[config.mk]
export PLATFORM = sky130hd
export DESIGN_NAME = bitmap_find_next_set_or_clear
export DESIGN_NICKNAME = d
export VERILOG_FILES = /design/src/rtl/bfns_pkg.sv /design/src/rtl/bfns_word_scan.sv /design/src/rtl/bitmap_find_next_set_or_clear.sv
export SDC_FILE = /design/constraint.sdc
export NUM_CORES = 2
export LEC_CHECK = 0
export ABC_CLOCK_PERIOD_IN_PS = 5500
export BUFFER_PORTS_ARGS = -buffer_cell sky130_fd_sc_hd__buf_4
export CORE_AREA = 5 5 324 326
export CTS_CLUSTER_SIZE = 20
export DETAILED_ROUTE_END_ITERATION = 10
export DIE_AREA = 0 0 329 331
export GPL_TIMING_DRIVEN = 0
export SYNTH_ARGS = -nofsm -noshare
export SYNTH_HDL_FRONTEND = slang
export SYNTH_SLANG_ARGS = --single-unit
[constraint.sdc]
create_clock -name clock -period 5.5 [get_ports clock]
set_input_delay 0.55 -clock clock [delete_from_list [all_inputs] [get_ports clock]]
set_output_delay 0.55 -clock clock [all_outputs]
set_load 0.03 [all_outputs]
[src/rtl/bfns_pkg.sv]
// ----------------------------------------------------------------------------
// bfns_pkg
// Shared widths, reset values and operation codes for the bitmap search block.
// ----------------------------------------------------------------------------
package bfns_pkg;

   // Field widths of the request, response and configuration ports.
   localparam int MODE_W  = 3;
   localparam int INDEX_W = 10;
   localparam int LIMIT_W = 11;

   // Width of a word's base flag index while scanning; holds a limit plus one word.
   localparam int BASE_W = LIMIT_W + 1;

   // Default geometry of the bitmap.
   localparam int DEF_MAX_BITS  = 1024;
   localparam int DEF_WORD_BITS = 32;

   // Reset value of the flags-in-use register.
   localparam logic [LIMIT_W-1:0] LIMIT_RESET = 11'd1024;

   // Largest value the flags-in-use register can hold.
   localparam int LIMIT_MAX = (1 << LIMIT_W) - 1;

   // Operation codes carried by a request.
   typedef enum logic [MODE_W-1:0] {
      MODE_SET        = 3'd0,
      MODE_CLEAR      = 3'd1,
      MODE_TEST       = 3'd2,
      MODE_ALL_SET    = 3'd3,
      MODE_NEXT_CLEAR = 3'd4,
      MODE_NEXT_SET   = 3'd5
   } mode_type;

endpackage

[src/rtl/bfns_word_scan.sv]
// ----------------------------------------------------------------------------
// bfns_word_scan
// Finds the lowest flag of one bitmap word that matches the wanted value and
// lies inside the window from a start offset up to the flags in use.
// ----------------------------------------------------------------------------
module bfns_word_scan
   import bfns_pkg::*;
#(
   parameter int WORD_BITS = DEF_WORD_BITS,
   parameter int OFF_W     = (WORD_BITS > 1) ? $clog2(WORD_BITS) : 1
) (
   input  logic [WORD_BITS-1:0] word,
   input  logic                 find_set,
   input  logic [OFF_W-1:0]     start_off,
   input  logic [BASE_W-1:0]    avail,
   output logic                 hit,
   output logic [OFF_W-1:0]     lowest
);

   logic [WORD_BITS-1:0] pattern;
   logic [WORD_BITS-1:0] window;
   logic [WORD_BITS-1:0] match;

   // Flags that equal the wanted value.
   assign pattern = find_set ? word : ~word;

   // Window: at or above the start offset and below the flags in use.
   always_comb begin
      for (int b = 0; b < WORD_BITS; b++) begin
         window[b] = (OFF_W'(b) >= start_off) && (BASE_W'(b) < avail);
      end
   end

   assign match = pattern & window;
   assign hit   = |match;

   // Priority encoder: the lowest matching bit wins.
   always_comb begin
      lowest = '0;
      for (int b = WORD_BITS - 1; b >= 0; b--) begin
         if (match[b]) begin
            lowest = OFF_W'(b);
         end
      end
   end

endmodule

[src/rtl/bitmap_find_next_set_or_clear.sv]
// ----------------------------------------------------------------------------
// bitmap_find_next_set_or_clear
// Occupancy bitmap with set, clear, test, all-set check and next clear or
// next set flag searches, kept in one word-wide synchronous memory.
// ----------------------------------------------------------------------------
// After reset the block sweeps the bitmap memory to zero, one word per cycle,
// over ceil(MAX_BITS / WORD_BITS) words (32 with the defaults), and stalls
// requests meanwhile; the csr port is taken at all times. One request is
// worked on at a time. Set, clear and test read the word; set and clear
// modify it and write it back. Such a request passes through the split,
// modify and response states before its response is loaded into the output
// register, and the next request is taken once the block is idle again. The
// all-set check walks the memory one word per cycle from word zero and both
// searches from the start word, through the split, scan and response states;
// the single memory read port sets that rate. A walk without a match ends
// once it runs past the flags in use.
// A new request is taken while the previous response still waits in the
// output register; a response that cannot be loaded because the one before
// it is still stalled holds the block until the output register frees up.
module bitmap_find_next_set_or_clear
   import bfns_pkg::*;
#(
   parameter int MAX_BITS  = DEF_MAX_BITS,
   parameter int WORD_BITS = DEF_WORD_BITS
) (
   input  logic               clock,
   input  logic               reset,
   // Configuration write channel.
   input  logic               csr_valid,
   output logic               csr_ready,
   input  logic [LIMIT_W-1:0] csr_bits_in_use,
   // Request channel.
   input  logic               req_valid,
   output logic               req_stall,
   input  logic [MODE_W-1:0]  req_mode,
   input  logic [INDEX_W-1:0] req_index,
   // Response channel.
   output logic               rsp_valid,
   input  logic               rsp_stall,
   output logic               rsp_flag,
   output logic [INDEX_W-1:0] rsp_position
);

   localparam int WORD_COUNT = (MAX_BITS + WORD_BITS - 1) / WORD_BITS;
   localparam int ADDR_W     = (WORD_COUNT > 1) ? $clog2(WORD_COUNT) : 1;
   localparam int OFF_W      = (WORD_BITS > 1) ? $clog2(WORD_BITS) : 1;
   localparam int CNT_W      = INDEX_W + 1;
   // Reciprocal split of the index into word and offset.
   localparam int RECIP_SHIFT = INDEX_W + 6;
   localparam int RECIP       = (1 << RECIP_SHIFT) / WORD_BITS;
   localparam int PROD_W      = INDEX_W + RECIP_SHIFT + 1;
   localparam int LIMIT_CAP   = (MAX_BITS < LIMIT_MAX) ? MAX_BITS : LIMIT_MAX;

   typedef enum logic [5:0] {
      ST_CLEAR  = 6'b000001,
      ST_IDLE   = 6'b000010,
      ST_SPLIT  = 6'b000100,
      ST_MODIFY = 6'b001000,
      ST_SCAN   = 6'b010000,
      ST_RESP   = 6'b100000
   } state_type;

   state_type           state_ff, state_in;
   logic [ADDR_W-1:0]   clr_ff, clr_in;
   logic [LIMIT_W-1:0]  limit_reg_ff, limit_reg_in;
   mode_type            mode_ff, mode_in;
   logic [INDEX_W-1:0]  idx_ff, idx_in;
   logic [PROD_W-1:0]   prod_ff, prod_in;
   logic [CNT_W-1:0]    word_ff, word_in;
   logic [OFF_W-1:0]    off_ff, off_in;
   logic [BASE_W-1:0]   base_ff, base_in;
   logic                res_flag_ff, res_flag_in;
   logic [INDEX_W-1:0]  res_pos_ff, res_pos_in;
   logic                rsp_valid_ff, rsp_valid_in;
   logic                rsp_flag_ff, rsp_flag_in;
   logic [INDEX_W-1:0]  rsp_pos_ff, rsp_pos_in;

   // Bitmap memory with registered read data.
   logic [WORD_BITS-1:0] mem_ff [WORD_COUNT];
   logic [WORD_BITS-1:0] rd_data_ff;
   logic [ADDR_W-1:0]    rd_addr;
   logic                 wr_en;
   logic [ADDR_W-1:0]    wr_addr;
   logic [WORD_BITS-1:0] wr_data;

   logic                 req_accept;
   logic [LIMIT_W-1:0]   limit;
   logic                 idx_in_range;
   logic [CNT_W-1:0]     q_raw;
   logic [BASE_W-1:0]    r_raw;
   logic [CNT_W-1:0]     q_fix;
   logic [OFF_W-1:0]     r_fix;
   logic [BASE_W-1:0]    avail;
   logic                 scan_hit;
   logic [OFF_W-1:0]     scan_lowest;
   logic [WORD_BITS-1:0] bit_mask;

   assign csr_ready  = 1'b1;
   assign req_stall  = (state_ff != ST_IDLE);
   assign req_accept = req_valid && !req_stall;

   assign rsp_valid    = rsp_valid_ff;
   assign rsp_flag     = rsp_flag_ff;
   assign rsp_position = rsp_pos_ff;

   // Effective number of flags in use, capped by the bitmap size.
   assign limit = (limit_reg_ff > LIMIT_W'(LIMIT_CAP)) ? LIMIT_W'(LIMIT_CAP) : limit_reg_ff;
   assign idx_in_range = (BASE_W'(idx_ff) < BASE_W'(limit));

   // Word and offset of the request index, with one correction step.
   assign q_raw = CNT_W'(prod_ff >> RECIP_SHIFT);
   assign r_raw = BASE_W'(idx_ff) - BASE_W'(q_raw * WORD_BITS);
   always_comb begin
      if (r_raw >= BASE_W'(WORD_BITS)) begin
         q_fix = q_raw + 1'b1;
         r_fix = OFF_W'(r_raw - BASE_W'(WORD_BITS));
      end else begin
         q_fix = q_raw;
         r_fix = OFF_W'(r_raw);
      end
   end

   // Flags left in use from the current word onward.
   assign avail = BASE_W'(limit) - base_ff;

   bfns_word_scan #(
      .WORD_BITS (WORD_BITS),
      .OFF_W     (OFF_W)
   ) u_scan (
      .word      (rd_data_ff),
      .find_set  (mode_ff == MODE_NEXT_SET),
      .start_off (off_ff),
      .avail     (avail),
      .hit       (scan_hit),
      .lowest    (scan_lowest)
   );

   assign bit_mask = WORD_BITS'(1) << off_ff;

   // Control sequencing and memory port selection.
   always_comb begin
      state_in     = state_ff;
      clr_in       = clr_ff;
      mode_in      = mode_ff;
      idx_in       = idx_ff;
      prod_in      = prod_ff;
      word_in      = word_ff;
      off_in       = off_ff;
      base_in      = base_ff;
      res_flag_in  = res_flag_ff;
      res_pos_in   = res_pos_ff;
      rsp_valid_in = rsp_valid_ff;
      rsp_flag_in  = rsp_flag_ff;
      rsp_pos_in   = rsp_pos_ff;
      rd_addr      = ADDR_W'(word_ff + 1'b1);
      wr_en        = 1'b0;
      wr_addr      = ADDR_W'(word_ff);
      wr_data      = '0;

      if (rsp_valid_ff && !rsp_stall) begin
         rsp_valid_in = 1'b0;
      end

      case (state_ff)
         ST_CLEAR: begin
            wr_en   = 1'b1;
            wr_addr = clr_ff;
            if (clr_ff == ADDR_W'(WORD_COUNT - 1)) begin
               state_in = ST_IDLE;
            end else begin
               clr_in = clr_ff + 1'b1;
            end
         end
         ST_IDLE: begin
            if (req_accept) begin
               mode_in  = mode_type'(req_mode);
               idx_in   = req_index;
               prod_in  = PROD_W'(req_index) * PROD_W'(RECIP);
               state_in = ST_SPLIT;
            end
         end
         ST_SPLIT: begin
            res_flag_in = 1'b0;
            res_pos_in  = '0;
            word_in     = q_fix;
            off_in      = r_fix;
            base_in     = BASE_W'(q_fix * WORD_BITS);
            rd_addr     = ADDR_W'(q_fix);
            case (mode_ff)
               MODE_SET, MODE_CLEAR, MODE_TEST: begin
                  state_in = ST_MODIFY;
               end
               MODE_ALL_SET: begin
                  word_in  = '0;
                  off_in   = '0;
                  base_in  = '0;
                  rd_addr  = '0;
                  state_in = ST_SCAN;
               end
               MODE_NEXT_CLEAR, MODE_NEXT_SET: begin
                  state_in = ST_SCAN;
               end
               default: begin
                  state_in = ST_RESP;
               end
            endcase
         end
         ST_MODIFY: begin
            state_in = ST_RESP;
            if (idx_in_range) begin
               if (mode_ff == MODE_TEST) begin
                  res_flag_in = rd_data_ff[off_ff];
               end else begin
                  res_flag_in = 1'b1;
                  wr_en       = 1'b1;
                  wr_data     = (mode_ff == MODE_SET) ? (rd_data_ff | bit_mask)
                                                      : (rd_data_ff & ~bit_mask);
               end
            end
         end
         ST_SCAN: begin
            if (base_ff >= BASE_W'(limit)) begin
               // Ran past the flags in use without a match.
               res_flag_in = (mode_ff == MODE_ALL_SET);
               state_in    = ST_RESP;
            end else if (scan_hit) begin
               if (mode_ff == MODE_ALL_SET) begin
                  res_flag_in = 1'b0;
               end else begin
                  res_flag_in = 1'b1;
                  res_pos_in  = INDEX_W'(base_ff + BASE_W'(scan_lowest));
               end
               state_in = ST_RESP;
            end else begin
               word_in = word_ff + 1'b1;
               off_in  = '0;
               base_in = base_ff + BASE_W'(WORD_BITS);
            end
         end
         ST_RESP: begin
            // Load the output register once it is free.
            if (!rsp_valid_ff || !rsp_stall) begin
               rsp_valid_in = 1'b1;
               rsp_flag_in  = res_flag_ff;
               rsp_pos_in   = res_pos_ff;
               state_in     = ST_IDLE;
            end
         end
         default: begin
            state_in = ST_IDLE;
         end
      endcase
   end

   // Flags-in-use register.
   assign limit_reg_in = (csr_valid && csr_ready) ? csr_bits_in_use : limit_reg_ff;

   // Control registers.
   always_ff @(posedge clock) begin
      if (reset) begin
         state_ff     <= ST_CLEAR;
         clr_ff       <= '0;
         limit_reg_ff <= LIMIT_RESET;
         rsp_valid_ff <= 1'b0;
      end else begin
         state_ff     <= state_in;
         clr_ff       <= clr_in;
         limit_reg_ff <= limit_reg_in;
         rsp_valid_ff <= rsp_valid_in;
      end
   end

   // Payload registers.
   always_ff @(posedge clock) begin
      mode_ff     <= mode_in;
      idx_ff      <= idx_in;
      prod_ff     <= prod_in;
      word_ff     <= word_in;
      off_ff      <= off_in;
      base_ff     <= base_in;
      res_flag_ff <= res_flag_in;
      res_pos_ff  <= res_pos_in;
      rsp_flag_ff <= rsp_flag_in;
      rsp_pos_ff  <= rsp_pos_in;
   end

   // Bitmap memory: one write and one registered read per cycle.
   always_ff @(posedge clock) begin
      if (wr_en) begin
         mem_ff[wr_addr] <= wr_data;
      end
      rd_data_ff <= mem_ff[rd_addr];
   end

endmodule
==> impl_metrics.tcl <==
set metrics [dict create \
    synth-edff-count 1076 \
    power_density_nw_per_um2 333 \
    ir_drop_mv 0.309 \
    vias_per_cell 5.98 \
    seq_area_frac_synth_pct 70.4 \
    gp_congestion 0.941 \
    port_buffers 41 \
    drt-wirelength-per-cell_um 26.4 \
    synth_top_family_by_area "simple AND/OR/NAND/NOR gates" \
    die_h_um 331 \
    hold_path_depth 1 \
    start_util_pct 46.8 \
    cts_tree "done" \
    path_cells "nor4_1 > nand3b_1 > a21oi_2 > clkbuf_1 > clkbuf_1 > and3_1 > a311oi_1 > o311ai_0 > o31ai_1" \
    finalCoreUtilization_pct 54.4 \
    h-tree-depth 3 \
    drt_iter0_drc 4215 \
    synth_compound_area_share_pct 7.53 \
    synthAdderAreaFrac_pct 0.554 \
    hold_class "input port to register" \
    synth_xor_area_share_pct 0.720 \
    via_count 33333 \
    critPathKind "register to register" \
    wirelength_mm 147 \
    rsz0062_at_grt "no" \
    clk_latency_ns 0.71 \
    final_antenna_net_count 0 \
    synthArstFlopShare_pct 0 \
    end_kind "register" \
    worst_slew_pin_slew_ns 1.59 \
    track_usage_pct 26.5 \
    drive_gt1_share_pct 9.62 \
    path_buf_inv 2 \
    reg2regPathDepth 9 \
    dp_hpwl_mm 102 \
    relSlewSlack_pct -7.09 \
    ys_warn_count 0 \
    worstSetupStartpointType "register" \
    grt_pass1_wl_mm 212 \
    critPathMostFrequentCell "clkbuf_1" \
    ys_types 79 \
    worst_path_max_delay_cell "o311ai_0" \
    required_ns 6.01 \
    hp-start "req_index[1]" \
    fin_crit_ns 5.42 \
    syn_to_final_growth_pct 16.2 \
    io_pins 43 \
    die_area_um2 109000 \
    period_share_pct 98.5 \
    grt_pass1_vias 31523 \
    r2r_slack_ns 0.08 \
    die_width_um 329 \
    ys.flop_type "edfxtp_1" \
    drv_slew 4 \
    stdcell_count 5570 \
    antenna_found_initial 2 \
    ys_seq_elements 1131 \
    reg2reg_from "state_ff[3]$_SDFFE_PP0P_" \
    setup_viol 0 \
    clock_path_buffers 3 \
    cts.clk_slew.worst_paths_ns 0.06 \
    synth_area_per_cell_um2 12.3 \
    leakage_nw 18.7 \
    clockRootBuffer "clkbuf_16" \
    syn_inst 3859 \
    cp_slowest_stage_delay_ns 1.34 \
    grt_overflow 0 \
    numCtsBuffers 115 \
    synthSimpleGateAreaFrac_pct 17.2 \
    fin_skew_ns 0.0230 \
    rows 117 \
    violations "max-capacitance violations, max-slew violations" \
    cts.sinks 1131 \
    r2r-end "rd_data_ff[14]$_DFF_P_" \
    hold_violations 0 \
    drc 0 \
    layout.nets 4151 \
    path_delay_family "compound AO/OA/AOI/OAI gates" \
    fmax_mhz 185 \
    grt_max_degree 33 \
    status "complete, but fails checks" \
    arrival_ns 5.93 \
    muxShareOfSynthArea_pct 1.13 \
    syn-cell-area_um2 47500 \
    dpl.cell_count 5330 \
    hold_end "idx_ff[1]$_DFFE_PP_" \
    first_pass_iters 6 \
    coreArea_um2 101000 \
    synth_fp_nets 3909 \
    critical_path.max_fanout 11 \
    maxCapViolations 2 \
]
==> metal layers <==
layer	vias up	share of wire, %	global-route usage [%]
met1	16467	40	36.6
met2	1755	46	42.7
met4	0	4.6	11.0
met3	289	9.2	3.96
li1	14822	-	-
met5	-	0	0
==> synthesized netlist by cell type, types with 18 or more instances <==
cell,n,area (um^2)
clkbuf_1,206,773
o31ai_1,34,255
buf_1,32,120
nand3_1,393,1970
o21ai_0,49,245
dfxtp_1,55,1100
nand2_1,1107,4160
and3_1,138,863
edfxtp_1,1076,32300
mux2i_1,30,300
nor2_1,114,428
xnor2_1,34,298
ha_1,21,263
o311ai_0,34,298
nor3_1,18,90.1
inv_1,24,90.1
buf_2,25,125
a21oi_1,62,310
a311oi_1,193,1690
==> worst max-delay path by stage <==
stage | start | end | slack (ns) | depth (start not counted)
floorplan | limit_reg_ff[10]$_SDFFE_PP1P_ | mem_ff[13][0]$_DFFE_PP_ | 0.77 | 15
global placement | limit_reg_ff[10]$_SDFFE_PP1P_ | mem_ff[2][26]$_DFFE_PP_ | -1.69 | 14
detailed placement | state_ff[3]$_SDFFE_PP0P_ | rd_data_ff[16]$_DFF_P_ | -0.38 | 11
CTS | limit_reg_ff[10]$_SDFFE_PP1P_ | mem_ff[9][26]$_DFFE_PP_ | 0.02 | 15
global route | limit_reg_ff[10]$_SDFFE_PP1P_ | mem_ff[18][0]$_DFFE_PP_ | 0.04 | 16
finish | state_ff[3]$_SDFFE_PP0P_ | rd_data_ff[14]$_DFF_P_ | 0.08 | 9
==> cells in the final DEF, fill, tap and decap left out, types with 7 or more instances in the layout <==
master         synthesis  layout
nor3_1                18      18
xnor2_1               34      34
a21o_1                13      13
clkinv_2               0      18
edfxtp_1            1076    1076
o21ai_0               49      49
a311oi_1             193     193
bufinv_16              0      11
nand3_1              393     393
dlygate4sd3_1          0      10
nor2_1               114      64
nand4_1               10      10
o311ai_0              34      29
buf_4                  3      52
buf_16                 0      11
buf_1                 32      32
clkinv_1               1      30
nor2b_1                9       9
nand2_1             1107    1107
a31oi_1                9       9
o22ai_1                8       8
mux2i_1               30      30
a21oi_4                0      14
and3_1               138     138
ha_1                  21      21
clkbuf_16              0     117
buf_2                 25      32
o31ai_1               34      34
nor2_4                 1      47
mux4_2                10      10
inv_1                 24      24
dfxtp_1               55      55
clkbuf_1             206     234
nand2b_1              14      14
a21oi_1               62      45
a211o_1                7       7
buf_12                 0      43
nand3b_1              16      16
==> sequential cells by signal (all words and copies together) (netlist names) <==
name	cells
state_ff	6
rsp_position	10
idx_ff	10
word_ff	5
res_flag_ff	1
rsp_valid	1
res_pos_ff	10
limit_reg_ff	11
base_ff	7
mem_ff	1024
rd_data_ff	32
off_ff	5
mode_ff	3
rsp_flag	1
clr_ff	5
==> metrics by stage <==
step           total power, mW  instance area, um^2  setup TNS (ns)  hold WS [ns]  setup slack, ns
3_5_place_dp              10.8                51200           -9.12         0.405           -0.377
4_1_cts                   18.4                55000               0       0.00113           0.0157
6_report                  18.4                55200               0        0.0320           0.0826
5_1_grt                   18.9                55100               0        0.0254           0.0392
3_3_place_gp              10.7                49500        -2356.61         0.402            -1.69
2_1_floorplan             10.4                47500               0         0.400            0.771
==> cells by family (layout without fill, tap and decap cells) <==
family | after synthesis | after routing
flip-flops | 1131 | 1131
AO/OA/AOI/OAI | 469 | 469
XOR/XNOR | 39 | 39
other | 1 | 3
adder cells (fa/ha/maj) | 21 | 21
multiplexers | 41 | 41
buffers and inverters | 293 | 634
AND/OR/NAND/NOR | 1864 | 1864
==> cell type report <==
type	count	area (um^2)
antenna	2	5.00
fill	8337	46300
timing repair buffer	125	1740
clock inverter	69	653
tap	1368	1710
inverter	26	97.6
buffer	267	1050
multi-input combinational	2435	13400
sequential	1131	33400
clock buffer	147	3040
==> power by group <==
part / internal (mW) / switching, mW / leakage (nW)
clock: 4.42 / 3.32 / 1.80
combinational: 0.226 / 0.563 / 8.03
sequential: 9.74 / 0.104 / 8.89
==> what timing repair did <==
action / 4_1_cts / 5_1_grt
pin swaps: 1 / 6
gates resized for setup: 4 / 4
setup buffers: 1 / 11
hold buffers: 10 / 0
endpoints found under the hold margin: 10 / 0
setup endpoints to repair: 59 / 470
(Power assumes the default switching activity.)
